===== src/design/sle_pkg.sv =====
// Shared types and constants for the string literal escaper.
// Used by the interfaces, front end, queue and back end. No dependencies.
package sle_pkg;

  localparam int CHAR_W  = 21;
  localparam int CMD_W   = 2;
  localparam int NDIG_W  = 3;
  localparam int IDX_W   = 4;
  localparam int QDEPTH  = 2;
  localparam int QPTR_W  = $clog2(QDEPTH);
  localparam int QCNT_W  = $clog2(QDEPTH + 1);

  typedef logic [CHAR_W-1:0] char_t;

  typedef enum logic [CMD_W-1:0] {
    CMD_CHAR  = 2'd0,
    CMD_BEGIN = 2'd1,
    CMD_END   = 2'd2,
    CMD_NONE  = 2'd3
  } cmd_t;

  // How the back end expands one queued entry.
  typedef enum logic [1:0] {
    K_RAW  = 2'd0,
    K_PAIR = 2'd1,
    K_HEX  = 2'd2
  } kind_t;

  typedef struct packed {
    kind_t             kind;
    char_t             value;
    logic [NDIG_W-1:0] ndig;
  } desc_t;

  localparam char_t CH_BSL   = 21'h5C;
  localparam char_t CH_QUOTE = 21'h22;
  localparam char_t CH_X     = 21'h78;
  localparam char_t CH_SEMI  = 21'h3B;
  localparam char_t CH_ZERO  = 21'h30;
  localparam char_t CH_UPPER = 21'h37;  // 'A' - 10

  localparam char_t CTRL_LIM = 21'h20;
  localparam char_t HEX_DEL  = 21'h7F;
  localparam char_t HEX_PAD  = 21'h80;
  localparam char_t HEX_SURL = 21'hD7FF;
  localparam char_t HEX_PUA  = 21'hE000;
  localparam char_t HEX_MAX  = 21'h10FFFF;

  // Letter after the backslash for two-character escapes, 0 when none.
  function automatic char_t pair_letter(input char_t c);
    char_t r;
    unique case (c)
      21'h5C:  r = 21'h5C;
      21'h22:  r = 21'h22;
      21'h0A:  r = 21'h6E;
      21'h07:  r = 21'h61;
      21'h08:  r = 21'h62;
      21'h09:  r = 21'h74;
      21'h0B:  r = 21'h76;
      21'h0D:  r = 21'h72;
      21'h0C:  r = 21'h66;
      default: r = '0;
    endcase
    return r;
  endfunction

  function automatic char_t hex_ascii(input logic [3:0] d);
    char_t r;
    if (d < 4'd10) begin
      r = CH_ZERO + {17'd0, d};
    end else begin
      r = CH_UPPER + {17'd0, d};
    end
    return r;
  endfunction

endpackage


===== src/design/sle_if.sv =====
// Valid/ready channel interfaces for the string literal escaper.
// Depends on sle_pkg for field widths.
interface sle_in_if;
  logic                      valid;
  logic                      ready;
  logic [sle_pkg::CMD_W-1:0] command;
  sle_pkg::char_t            code_point;
  modport source(output valid, command, code_point, input ready);
  modport sink(input valid, command, code_point, output ready);
endinterface

interface sle_out_if;
  logic           valid;
  logic           ready;
  sle_pkg::char_t out_char;
  logic           last;
  modport source(output valid, out_char, last, input ready);
  modport sink(input valid, out_char, last, output ready);
endinterface

interface sle_cfg_if;
  logic valid;
  logic ready;
  logic display_mode;
  modport source(output valid, display_mode, input ready);
  modport sink(input valid, display_mode, output ready);
endinterface


===== src/design/sle_front.sv =====
// Front end: accepts input beats, holds the mode register, classifies items.
// Depends on sle_pkg and sle_if; feeds sle_queue.
module sle_front (
  input  logic             clk,
  input  logic             rst_n,
  sle_in_if.sink           in_bus,
  sle_cfg_if.sink          cfg_bus,
  input  logic             q_full,
  output logic             q_push,
  output sle_pkg::desc_t   q_data
);

  logic             display_mode_r;
  sle_pkg::char_t   cp;
  sle_pkg::char_t   letter;
  logic             needs_hex;
  logic             emits;
  logic [sle_pkg::NDIG_W-1:0] ndig;

  always_ff @(posedge clk) begin
    if (!rst_n) begin
      display_mode_r <= 1'b0;
    end else if (cfg_bus.valid) begin
      display_mode_r <= cfg_bus.display_mode;
    end
  end

  assign cfg_bus.ready = 1'b1;
  assign in_bus.ready  = !q_full;

  assign cp        = in_bus.code_point;
  assign letter    = sle_pkg::pair_letter(cp);
  assign needs_hex = (cp < sle_pkg::CTRL_LIM) || (cp == sle_pkg::HEX_DEL) ||
                     (cp == sle_pkg::HEX_PAD) || (cp == sle_pkg::HEX_SURL) ||
                     (cp == sle_pkg::HEX_PUA) || (cp == sle_pkg::HEX_MAX);

  always_comb begin
    priority if (cp[20] != 1'b0) begin
      ndig = 3'd6;
    end else if (cp[19:16] != 4'd0) begin
      ndig = 3'd5;
    end else if (cp[15:12] != 4'd0) begin
      ndig = 3'd4;
    end else if (cp[11:8] != 4'd0) begin
      ndig = 3'd3;
    end else if (cp[7:4] != 4'd0) begin
      ndig = 3'd2;
    end else begin
      ndig = 3'd1;
    end
  end

  always_comb begin
    emits         = 1'b0;
    q_data.kind   = sle_pkg::K_RAW;
    q_data.value  = cp;
    q_data.ndig   = ndig;
    unique case (sle_pkg::cmd_t'(in_bus.command))
      sle_pkg::CMD_CHAR: begin
        emits = 1'b1;
        if (!display_mode_r) begin
          if (letter != '0) begin
            q_data.kind  = sle_pkg::K_PAIR;
            q_data.value = letter;
          end else if (needs_hex) begin
            q_data.kind  = sle_pkg::K_HEX;
          end
        end
      end
      sle_pkg::CMD_BEGIN, sle_pkg::CMD_END: begin
        emits        = !display_mode_r;
        q_data.value = sle_pkg::CH_QUOTE;
      end
      default: begin
        emits = 1'b0;
      end
    endcase
  end

  assign q_push = in_bus.valid && in_bus.ready && emits;

endmodule


===== src/design/sle_queue.sv =====
// Short FIFO of classified entries between front and back end.
// Depends on sle_pkg.
module sle_queue (
  input  logic           clk,
  input  logic           rst_n,
  input  logic           push,
  input  sle_pkg::desc_t push_data,
  output logic           full,
  input  logic           pop,
  output logic           head_valid,
  output sle_pkg::desc_t head
);

  sle_pkg::desc_t                 mem_r [sle_pkg::QDEPTH];
  logic [sle_pkg::QPTR_W-1:0]     wr_ptr_r, wr_ptr_nxt;
  logic [sle_pkg::QPTR_W-1:0]     rd_ptr_r, rd_ptr_nxt;
  logic [sle_pkg::QCNT_W-1:0]     count_r, count_nxt;

  localparam logic [sle_pkg::QPTR_W-1:0] PTR_LAST = sle_pkg::QPTR_W'(sle_pkg::QDEPTH - 1);
  localparam logic [sle_pkg::QCNT_W-1:0] CNT_FULL = sle_pkg::QCNT_W'(sle_pkg::QDEPTH);

  assign full       = (count_r == CNT_FULL);
  assign head_valid = (count_r != '0);
  assign head       = mem_r[rd_ptr_r];

  always_comb begin
    wr_ptr_nxt = wr_ptr_r;
    rd_ptr_nxt = rd_ptr_r;
    count_nxt  = count_r;
    if (push) begin
      wr_ptr_nxt = (wr_ptr_r == PTR_LAST) ? '0 : wr_ptr_r + 1'b1;
    end
    if (pop) begin
      rd_ptr_nxt = (rd_ptr_r == PTR_LAST) ? '0 : rd_ptr_r + 1'b1;
    end
    if (push && !pop) begin
      count_nxt = count_r + 1'b1;
    end else if (pop && !push) begin
      count_nxt = count_r - 1'b1;
    end
  end

  always_ff @(posedge clk) begin
    if (!rst_n) begin
      wr_ptr_r <= '0;
      rd_ptr_r <= '0;
      count_r  <= '0;
    end else begin
      wr_ptr_r <= wr_ptr_nxt;
      rd_ptr_r <= rd_ptr_nxt;
      count_r  <= count_nxt;
    end
  end

  always_ff @(posedge clk) begin
    if (push) begin
      mem_r[wr_ptr_r] <= push_data;
    end
  end

endmodule


===== src/design/sle_back.sv =====
// Back end: expands the queue head into output beats through an output register.
// Depends on sle_pkg and sle_if; reads from sle_queue.
module sle_back (
  input  logic           clk,
  input  logic           rst_n,
  input  logic           head_valid,
  input  sle_pkg::desc_t head,
  output logic           pop,
  sle_out_if.source      out_bus
);

  logic [sle_pkg::IDX_W-1:0] idx_r, idx_nxt;
  logic                      out_valid_r;
  sle_pkg::char_t            out_char_r;
  logic                      out_last_r;
  logic                      load;
  sle_pkg::char_t            elem_char;
  logic                      elem_last;
  logic [sle_pkg::IDX_W-1:0] semi_idx;
  logic [sle_pkg::IDX_W-1:0] nib_sum;
  logic [2:0]                nib_sel;
  logic [3:0]                nibble;

  assign semi_idx = {1'b0, head.ndig} + 4'd2;
  assign nib_sum  = {1'b0, head.ndig} + 4'd1 - idx_r;
  assign nib_sel  = nib_sum[2:0];

  always_comb begin
    unique case (nib_sel)
      3'd0:    nibble = head.value[3:0];
      3'd1:    nibble = head.value[7:4];
      3'd2:    nibble = head.value[11:8];
      3'd3:    nibble = head.value[15:12];
      3'd4:    nibble = head.value[19:16];
      3'd5:    nibble = {3'd0, head.value[20]};
      default: nibble = 4'd0;
    endcase
  end

  always_comb begin
    elem_char = head.value;
    elem_last = 1'b1;
    unique case (head.kind)
      sle_pkg::K_PAIR: begin
        if (idx_r == '0) begin
          elem_char = sle_pkg::CH_BSL;
          elem_last = 1'b0;
        end
      end
      sle_pkg::K_HEX: begin
        priority if (idx_r == '0) begin
          elem_char = sle_pkg::CH_BSL;
          elem_last = 1'b0;
        end else if (idx_r == 4'd1) begin
          elem_char = sle_pkg::CH_X;
          elem_last = 1'b0;
        end else if (idx_r == semi_idx) begin
          elem_char = sle_pkg::CH_SEMI;
        end else begin
          elem_char = sle_pkg::hex_ascii(nibble);
          elem_last = 1'b0;
        end
      end
      default: begin
        elem_char = head.value;
        elem_last = 1'b1;
      end
    endcase
  end

  assign load    = head_valid && (!out_valid_r || out_bus.ready);
  assign pop     = load && elem_last;
  assign idx_nxt = pop ? '0 : idx_r + 1'b1;

  always_ff @(posedge clk) begin
    if (!rst_n) begin
      idx_r       <= '0;
      out_valid_r <= 1'b0;
    end else begin
      if (load) begin
        idx_r <= idx_nxt;
      end
      if (load) begin
        out_valid_r <= 1'b1;
      end else if (out_bus.ready) begin
        out_valid_r <= 1'b0;
      end
    end
  end

  always_ff @(posedge clk) begin
    if (load) begin
      out_char_r <= elem_char;
      out_last_r <= elem_last;
    end
  end

  assign out_bus.valid    = out_valid_r;
  assign out_bus.out_char = out_char_r;
  assign out_bus.last     = out_last_r;

  // mid-expansion the head entry must still be in the queue
  a_head_held: assert property (@(posedge clk) disable iff (!rst_n)
    idx_r != '0 |-> head_valid)
    else $error("expansion index set with empty queue");

  a_last_idx: assert property (@(posedge clk) disable iff (!rst_n)
    out_valid_r && out_last_r |-> idx_r == '0)
    else $error("last beat pending but index not cleared");

  a_mid_idx: assert property (@(posedge clk) disable iff (!rst_n)
    out_valid_r && !out_last_r |-> idx_r != '0)
    else $error("non-last beat pending but index cleared");

  a_hex_len: assert property (@(posedge clk) disable iff (!rst_n)
    head_valid && head.kind == sle_pkg::K_HEX |-> head.ndig != 3'd0 && head.ndig <= 3'd6)
    else $error("hex entry with bad digit count");

endmodule


===== src/design/string_literal_escaper_unit.sv =====
// Top level of the string literal escaper: front end, queue, back end.
// Depends on sle_pkg, sle_if, sle_front, sle_queue and sle_back.
//
//   channel  dir  beat contents
//   in_bus   in   command, code_point
//   out_bus  out  out_char, last
//   cfg_bus  in   display_mode (always ready)
//
// One input beat per cycle; each item yields 0, 1, 2 or 4 to 9 output beats,
// one per cycle, set by the single output register in the back end.
// A two-entry queue lets input continue while a long escape is draining.
// Synchronous active-low reset clears mode, queue and output valid; no sweep.
// Output stalls hold the register; input stalls only when the queue is full.
module string_literal_escaper_unit (
  input  logic       clk,
  input  logic       rst_n,
  sle_in_if.sink     in_bus,
  sle_out_if.source  out_bus,
  sle_cfg_if.sink    cfg_bus
);

  logic           q_full;
  logic           q_push;
  sle_pkg::desc_t q_data;
  logic           q_pop;
  logic           q_head_valid;
  sle_pkg::desc_t q_head;

  sle_front u_front (
    .clk     (clk),
    .rst_n   (rst_n),
    .in_bus  (in_bus),
    .cfg_bus (cfg_bus),
    .q_full  (q_full),
    .q_push  (q_push),
    .q_data  (q_data)
  );

  sle_queue u_queue (
    .clk        (clk),
    .rst_n      (rst_n),
    .push       (q_push),
    .push_data  (q_data),
    .full       (q_full),
    .pop        (q_pop),
    .head_valid (q_head_valid),
    .head       (q_head)
  );

  sle_back u_back (
    .clk        (clk),
    .rst_n      (rst_n),
    .head_valid (q_head_valid),
    .head       (q_head),
    .pop        (q_pop),
    .out_bus    (out_bus)
  );

endmodule


===== src/flat_wrapper.sv =====
// flat-port wrapper written by rule: the top's interface ports become plain ports
module string_literal_escaper_unit_flat 
  (clk, rst_n, in_bus_valid, in_bus_command, in_bus_code_point, in_bus_ready, out_bus_valid, out_bus_out_char, out_bus_last, out_bus_ready, cfg_bus_valid, cfg_bus_display_mode, cfg_bus_ready);
  sle_in_if in_bus_i ();
  sle_out_if out_bus_i ();
  sle_cfg_if cfg_bus_i ();
  input  logic clk;
  input  logic rst_n;
  input wire logic [$bits(in_bus_i.valid)-1:0] in_bus_valid;
  input wire logic [$bits(in_bus_i.command)-1:0] in_bus_command;
  input wire logic [$bits(in_bus_i.code_point)-1:0] in_bus_code_point;
  output wire logic [$bits(in_bus_i.ready)-1:0] in_bus_ready;
  output wire logic [$bits(out_bus_i.valid)-1:0] out_bus_valid;
  output wire logic [$bits(out_bus_i.out_char)-1:0] out_bus_out_char;
  output wire logic [$bits(out_bus_i.last)-1:0] out_bus_last;
  input wire logic [$bits(out_bus_i.ready)-1:0] out_bus_ready;
  input wire logic [$bits(cfg_bus_i.valid)-1:0] cfg_bus_valid;
  input wire logic [$bits(cfg_bus_i.display_mode)-1:0] cfg_bus_display_mode;
  output wire logic [$bits(cfg_bus_i.ready)-1:0] cfg_bus_ready;
  assign in_bus_i.valid = in_bus_valid;
  assign in_bus_i.command = in_bus_command;
  assign in_bus_i.code_point = in_bus_code_point;
  assign in_bus_ready = in_bus_i.ready;
  assign out_bus_valid = out_bus_i.valid;
  assign out_bus_out_char = out_bus_i.out_char;
  assign out_bus_last = out_bus_i.last;
  assign out_bus_i.ready = out_bus_ready;
  assign cfg_bus_i.valid = cfg_bus_valid;
  assign cfg_bus_i.display_mode = cfg_bus_display_mode;
  assign cfg_bus_ready = cfg_bus_i.ready;
  string_literal_escaper_unit u_core (.clk(clk), .rst_n(rst_n), .in_bus(in_bus_i), .out_bus(out_bus_i), .cfg_bus(cfg_bus_i));
endmodule

===== config.mk =====
export PLATFORM = sky130hd
export DESIGN_NAME = string_literal_escaper_unit_flat
export DESIGN_NICKNAME = d
export VERILOG_FILES = /design/src/design/sle_pkg.sv /design/src/design/sle_if.sv /design/src/design/sle_front.sv /design/src/design/sle_queue.sv /design/src/design/sle_back.sv /design/src/design/string_literal_escaper_unit.sv /design/src/flat_wrapper.sv
export SDC_FILE = /design/constraint.sdc
export NUM_CORES = 1
export LEC_CHECK = 0
export BUFFER_PORTS_ARGS = -buffer_cell sky130_fd_sc_hd__buf_2
export CORE_AREA = 2 2 104 106
export CTS_CLUSTER_DIAMETER = 100
export DETAILED_ROUTE_END_ITERATION = 12
export DIE_AREA = 0 0 106 108
export PLACE_DENSITY = 0.61
export SLEW_MARGIN = 20
export SYNTH_ARGS = -nofsm -noshare
export SYNTH_HDL_FRONTEND = slang
export SYNTH_SLANG_ARGS = --single-unit
export TNS_END_PERCENT = 50

===== constraint.sdc =====
create_clock -name clk -period 7.6 [get_ports clk]
set_clock_uncertainty 0.1 [all_clocks]
set_input_delay 0.38 -clock clk [delete_from_list [all_inputs] [get_ports clk]]
set_output_delay 0.38 -clock clk [all_outputs]
set_load 0.03 [all_outputs]

After elaboration in Yosys (flattened, before gate mapping)
Memory sizes are Yosys's and may differ from the RTL's. A register that Yosys moved wholly into a read port is not among the register bits.
Cells that the tools add are included.
- memories kept: 1
- input port bits: 29
- logic and storage cells: 112
- bits in registers: 32
- bits in writable memories: 52
- memory bits (read-only): 0
- bits in latches: 0
- output and inout port bits: 25
- reduce and logical (&&, ||, !) cells: 29
- div/mod/pow operators: 0
- multiply operators: 0
- mux-type cells: 36
- equal/unequal tests: 26
- shift operators: 0
- $lt $le $gt $ge: 2
- bitwise logic cells: 0
- $add $sub $neg: 10
- memory list (name ; depth ; width ; read ports ; clocked after Yosys merged registers in ; wr ports ; RTL line ; RTL):
    u_core.u_queue.mem_r ; 2 ; 26 ; 1 ; 1 ; 1 ; sle_queue.sv:14 ; sle_pkg::desc_t mem_r [sle_pkg::QDEPTH];
- operator list (operator ; count):
    equality test 21 x 4 -> 1 bit (second input constant) ; 6
    one-hot mux 21 bit (2 select lines) ; 2
    one-hot mux 7 bit (9 select lines) ; 1
    equality test 21 x 16 -> 1 bit (second input constant) ; 2
    equality test 21 x 7 -> 1 bit (second input constant) ; 2
    2-to-1 mux 21 bit ; 2
    2-to-1 mux 7 bit ; 4
    one-hot mux 4 bit (6 select lines) ; 1
    2-to-1 mux 23 bit ; 1
    equality test 21 bit (second input constant) ; 1
    equality test 21 x 3 -> 1 bit (second input constant) ; 1
    equality test 21 x 6 -> 1 bit (second input constant) ; 1
    equality test 21 x 8 -> 1 bit (second input constant) ; 1
    < comparator 21 x 6 -> 1 bit (second input constant) ; 1
    nonzero test 21 bit ; 1
    nonzero test 4 bit ; 4
    adder 6 x 4 -> 7 bit (first input constant) ; 2
    2-to-1 mux 2 bit ; 7
    2-to-1 mux 1 bit ; 12
    2-to-1 mux 3 bit ; 3
    equality test 2 bit (second input constant) ; 3
    equality test 3 x 2 -> 1 bit (second input constant) ; 2
    equality test 3 bit (second input constant) ; 2
    logical AND 1 bit ; 6
    other kinds (21) ; 35

Longest topological paths before layout
- depth after elaboration: 10
- gate-level depth with buffers: 16
- mapped depth without buffers: 12

By module
From an unflattened synthesis, not the netlist that was laid out.
- cell total of the unflattened synthesis: 377
- area total of the unflattened synthesis: 4603.2 µm²
- by module, submodules not included (module ; area each (µm²) ; times used ; cells each ; seq. area each (µm²)):
    sle_queue ; 2103.3 ; 1 ; 103 ; 1661.6
    sle_back ; 1724.2 ; 1 ; 155 ; 760.7
    sle_front ; 775.7 ; 1 ; 119 ; 20.0

Worst setup path after synthesis
No wires, ideal clock.
- path kind: reg-to-reg
- start point: register (tool-made name)
- end point: register u_core.u_back.out_char_r[2] (netlist: u_core.u_back.out_bus.out_char[2]), data pin
- path buffers: 4
- data required time: 7.244 ns
- period minus slack after synthesis: 3.937 ns
- path slack: 3.663 ns
- library setup time: 0.256 ns
- arrival time: 3.581 ns
- stages on the path, launching flop included: 15
- cells stage by stage: dfxtp_1 buf_2 buf_4 buf_2 mux2_2 ha_1 ha_1 buf_1 or3b_2 a21boi_0 o21ba_2 ha_1 nand2_1 mux2_2 a22o_1
- RTL lines (what ; RTL line ; RTL):
    end signal, assigned ; sle_back.sv:93 ; out_char_r <= elem_char;
    end, declared ; sle_back.sv:14 ; sle_pkg::char_t out_char_r;

==> impl_metrics.prom <==
# TYPE chip_impl_metric gauge
chip_impl_info{name="run_status",value="completed"} 1
chip_impl_metric{name="finalCriticalPeriod",unit="ns"} 4.15
chip_impl_metric{name="drive_gt1_share",unit="%"} 22.7
chip_impl_metric{name="edff_count_synth",unit=""} 74
chip_impl_metric{name="globalplace.congestion",unit=""} 0.930
chip_impl_metric{name="remaining_drc_errors",unit=""} 0
chip_impl_metric{name="antenna_left",unit=""} 0
chip_impl_metric{name="fp.dieArea",unit="um2"} 11400
chip_impl_metric{name="die_h",unit="um"} 108
chip_impl_info{name="setup.worst_path.end_class",value="flop"} 1
chip_impl_metric{name="setup_viol",unit=""} 0
chip_impl_info{name="timing.critical_path.mode_cell",value="sky130_fd_sc_hd__ha_1"} 1
chip_impl_metric{name="timing.setup.tns",unit="ns"} 0
chip_impl_metric{name="synthesis.area",unit="um2"} 4550
chip_impl_metric{name="postCtsSetupRepairBufs",unit=""} 0
chip_impl_metric{name="floorplan.initialDensity",unit="%"} 44.5
chip_impl_metric{name="max_cap_violations",unit=""} 0
chip_impl_metric{name="cts_made_buffers",unit=""} 9
chip_impl_metric{name="grt_first_pass_wirelength",unit="um"} 14300
chip_impl_metric{name="switching_power_as_a_share_of_total_power",unit="%"} 36.8
chip_impl_info{name="clock-root-buffer",value="sky130_fd_sc_hd__clkbuf_8"} 1
chip_impl_info{name="largest_area_contributor_in_the_netlist",value="sky130_fd_sc_hd__edfxtp_1"} 1
chip_impl_metric{name="top_level_ports",unit=""} 54
chip_impl_metric{name="cp_slowest_stage_delay",unit="ns"} 0.94
chip_impl_metric{name="grt-ovfl-total",unit=""} 0
chip_impl_metric{name="p_switching",unit="uW"} 581
chip_impl_metric{name="route.detailed.wl_per_inst",unit="um"} 15.4
chip_impl_metric{name="cp.required",unit="ns"} 7.60
chip_impl_metric{name="yosysUniqueCellTypes",unit=""} 64
chip_impl_metric{name="vias_in_the_first_global_route",unit=""} 2847
chip_impl_info{name="ys.flop_type",value="sky130_fd_sc_hd__edfxtp_1"} 1
chip_impl_info{name="cp_delay_by_family_top",value="multiplexers"} 1
chip_impl_info{name="synth_top_cells_by_area",value="sky130_fd_sc_hd__edfxtp_1 49%, sky130_fd_sc_hd__mux2i_1 6.4%, sky130_fd_sc_hd__dfxtp_1 4.8%, sky130_fd_sc_hd__ha_1 3.6%, sky130_fd_sc_hd__mux4_2 3.0%"} 1
chip_impl_metric{name="irDropWorstVdd",unit="mV"} 0.124
chip_impl_metric{name="power-per-cell-area",unit="nW/um2"} 307
chip_impl_metric{name="grt_start_max_net_pins",unit=""} 33
chip_impl_info{name="class_of_the_worst_hold_path",value="input port to flop"} 1
chip_impl_metric{name="worst_ep_arrival_time",unit="ns"} 4.16
chip_impl_metric{name="leakagePower",unit="uW"} 0.00185
chip_impl_info{name="tritoncts",value="yes"} 1
chip_impl_metric{name="postSynthCellCount",unit=""} 385
chip_impl_metric{name="achievable-frequency",unit="MHz"} 241
chip_impl_metric{name="pwr-share-comb",unit="%"} 38.0
chip_impl_metric{name="grt_antenna_before_repair",unit=""} 0
chip_impl_info{name="cpMaxStageDelayCell",value="sky130_fd_sc_hd__dfxtp_2"} 1
chip_impl_metric{name="muxShareOfSynthArea",unit="%"} 10.3
chip_impl_metric{name="timing.slew.headroom",unit="%"} 39.1
chip_impl_metric{name="vias_per_cell",unit=""} 5.33
chip_impl_metric{name="final_max_slew_viol_count",unit=""} 0
chip_impl_metric{name="route.vias.total",unit=""} 3073
chip_impl_metric{name="finish.net_count",unit=""} 478
chip_impl_metric{name="timing.final.crit_share",unit="%"} 54.7
chip_impl_metric{name="synth_compound_gate_area_share",unit="%"} 9.57
chip_impl_metric{name="netlist.area_leader.share",unit="%"} 48.8
chip_impl_metric{name="critPathBufInv",unit=""} 1
chip_impl_metric{name="synth.yosys.seq_area_share",unit="%"} 53.7
chip_impl_metric{name="detailedRoute.firstIterationViolations",unit=""} 160
chip_impl_metric{name="gr-usage-all-layers",unit="%"} 16.3
chip_impl_metric{name="cts_repair_resize_count",unit=""} 0
chip_impl_info{name="crit_path_start_kind",value="flop"} 1
chip_impl_metric{name="number_of_standard_cell_rows_in_the_floorplan",unit=""} 37
chip_impl_metric{name="io_buffers",unit=""} 52
chip_impl_metric{name="hold_viol_final",unit=""} 0
chip_impl_metric{name="p_seq_share",unit="%"} 41.9
chip_impl_metric{name="postLayoutCellArea",unit="um2"} 5130
chip_impl_metric{name="worst_setup_hold_path_clk_slew",unit="ns"} 0.09
chip_impl_metric{name="ys_warn_count",unit=""} 0
chip_impl_metric{name="synth_area_per_cell",unit="um2"} 11.8
chip_impl_metric{name="areaGrowthSynthToFinish",unit="%"} 12.8
chip_impl_metric{name="hold_fix_buffers_cts",unit=""} 0
chip_impl_metric{name="synth_fp_nets",unit=""} 427
chip_impl_info{name="synth_top_family_by_area",value="simple AND/OR/NAND/NOR gates"} 1
chip_impl_info{name="post_synth_most_frequent_cells",value="74 x sky130_fd_sc_hd__edfxtp_1, 35 x sky130_fd_sc_hd__nor2_1, 29 x sky130_fd_sc_hd__mux2i_1"} 1
chip_impl_metric{name="clk_latency",unit="ns"} 0.35
chip_impl_metric{name="yosys.area_share.adder",unit="%"} 3.57
chip_impl_metric{name="pwr-share-clk",unit="%"} 20.1
chip_impl_info{name="critical_path_cell_by_cell",value="mux2i_1 -> ha_1 -> inv_1 -> ha_1 -> xnor3_2 -> xor2_4 -> mux2_2 -> o21ba_2 -> ha_1 -> nand2_1 -> mux2_2 -> a22o_1"} 1
chip_impl_metric{name="post_synth_and_or_nand_nor_area_fraction",unit="%"} 17.5
chip_impl_metric{name="synth-xor-area-share",unit="%"} 2.09
chip_impl_info{name="grt_setup_unrepaired",value="no"} 1
chip_impl_metric{name="intPower",unit="uW"} 995
chip_impl_metric{name="die_x",unit="um"} 106
chip_impl_metric{name="total_number_of_h_tree_levels",unit=""} 3
chip_impl_metric{name="wl",unit="um"} 8910
chip_impl_info{name="crit_type",value="flop to flop"} 1
chip_impl_metric{name="core_region_area",unit="um2"} 10200
chip_impl_metric{name="cts_sinks",unit=""} 85
chip_impl_metric{name="dp_hpwl",unit="um"} 6730
chip_impl_metric{name="critPathMaxFanout",unit=""} 32
chip_impl_metric{name="diodes",unit=""} 0
chip_impl_metric{name="placedInstanceArea",unit="um2"} 4930
chip_impl_metric{name="dr.pass1.iters",unit=""} 4
chip_impl_metric{name="clock_tree.buffer_depth",unit=""} 2
chip_impl_metric{name="post_synth_arst_share",unit="%"} 0
chip_impl_info{name="yosys.cell_count.top_type",value="sky130_fd_sc_hd__edfxtp_1"} 1
chip_impl_metric{name="synth-seq-cells",unit=""} 85
chip_impl_metric{name="worstMarginPinSlew",unit="ns"} 0.913
worst paths after layout:
kind / depth (start not counted) / slack [ns] / start / end
min: 3 / 0.19 / cfg_bus_display_mode / u_core.u_front.display_mode_r$_SDFFE_PN0P_
min reg2reg: 2 / 0.44 / u_core.u_queue.count_r[1]$_SDFFE_PN0P_ / u_core.u_queue.count_r[1]$_SDFFE_PN0P_
max: 12 / 3.45 / flop / u_core.u_back.out_bus.out_char[2]$_DFFE_PP_
max reg2reg: 12 / 3.45 / flop / u_core.u_back.out_bus.out_char[2]$_DFFE_PP_
power by group through the flow:
stage,Combinational (uW),Clock [uW],Sequential (uW)
5_1_grt,657,343,673
3_3_place_gp,592,0,672
6_report,599,316,660
4_1_cts,602,324,662
2_1_floorplan,386,0,741
3_5_place_dp,598,0,673
cell type report:
| type | instances | area [um2] |
|---|---|---|
| fill | 912 | 5100 |
| timing repair buffer | 55 | 283 |
| multi-input combinational | 266 | 1970 |
| tap | 136 | 170 |
| inverter | 19 | 71.3 |
| sequential | 85 | 2440 |
| clock buffer | 9 | 124 |
| clock inverter | 7 | 73.8 |
cell families (layout without fill, tap and decap cells):
kind of cell,after synthesis,count (layout)
buf+inv,34,90
xor+xnor,7,7
other cells,1,1
mux,39,39
flops,85,85
fa+ha+maj,13,13
compound gates,66,66
simple gates,140,140
sequential cells by signal (all words and copies together), names as in the netlist, named ones only:
signal / flops
u_core.u_back.idx_r: 4
u_core.u_queue.rd_ptr_r: 1
u_core.u_back.out_bus.last: 1
u_core.u_back.out_bus.valid: 1
u_core.u_back.out_bus.out_char: 21
u_core.u_queue.mem_r: 52
u_core.u_queue.wr_ptr_r: 1
u_core.u_queue.count_r: 2
u_core.u_front.display_mode_r: 1
metal layers:
metal	wire length (um)	vias up	GRT usage, %
met1	4340	1443	23.3
met3	372	11	3.56
met5	0	-	0
met2	4050	76	24.7
met4	138	0	5.92
li1	-	1543	-
through the flow:
step / power [uW] / util, % / hold WS, ns / worst slack [ns] / instances
global route: 1670 / 50.2 / 0.193 / 3.22 / 577
detailed placement: 1270 / 48.2 / 0.428 / 3.46 / 561
CTS: 1590 / 50.2 / 0.178 / 3.43 / 577
floorplan: 1130 / - / 0.389 / 3.66 / 385
global placement: 1260 / 48.2 / 0.410 / 3.56 / 561
finish: 1580 / 50.2 / 0.191 / 3.45 / 577
tightest hold or removal path, stage by stage:
cell	delay [ns]
sky130_fd_sc_hd__buf_2	0.07
sky130_fd_sc_hd__mux2i_1	0.05
sky130_fd_sc_hd__nor2b_1	0.09
cell usage in the layout, fill, tap and decap left out, types with 9 or more instances in the layout:
cell                       Yosys  routed
sky130_fd_sc_hd__buf_2         2      52
sky130_fd_sc_hd__nand2_1      23      23
sky130_fd_sc_hd__clkbuf_8      0       9
sky130_fd_sc_hd__o21ai_0      20      20
sky130_fd_sc_hd__nand3_1      10      10
sky130_fd_sc_hd__inv_1        19      19
sky130_fd_sc_hd__nor2_1       35      34
sky130_fd_sc_hd__dfxtp_1      11      10
sky130_fd_sc_hd__nor2b_1      17      17
sky130_fd_sc_hd__edfxtp_1     74      74
sky130_fd_sc_hd__ha_1         13      13
sky130_fd_sc_hd__mux2i_1      29      29
Note: power is estimated with default switching activity, not from simulation.
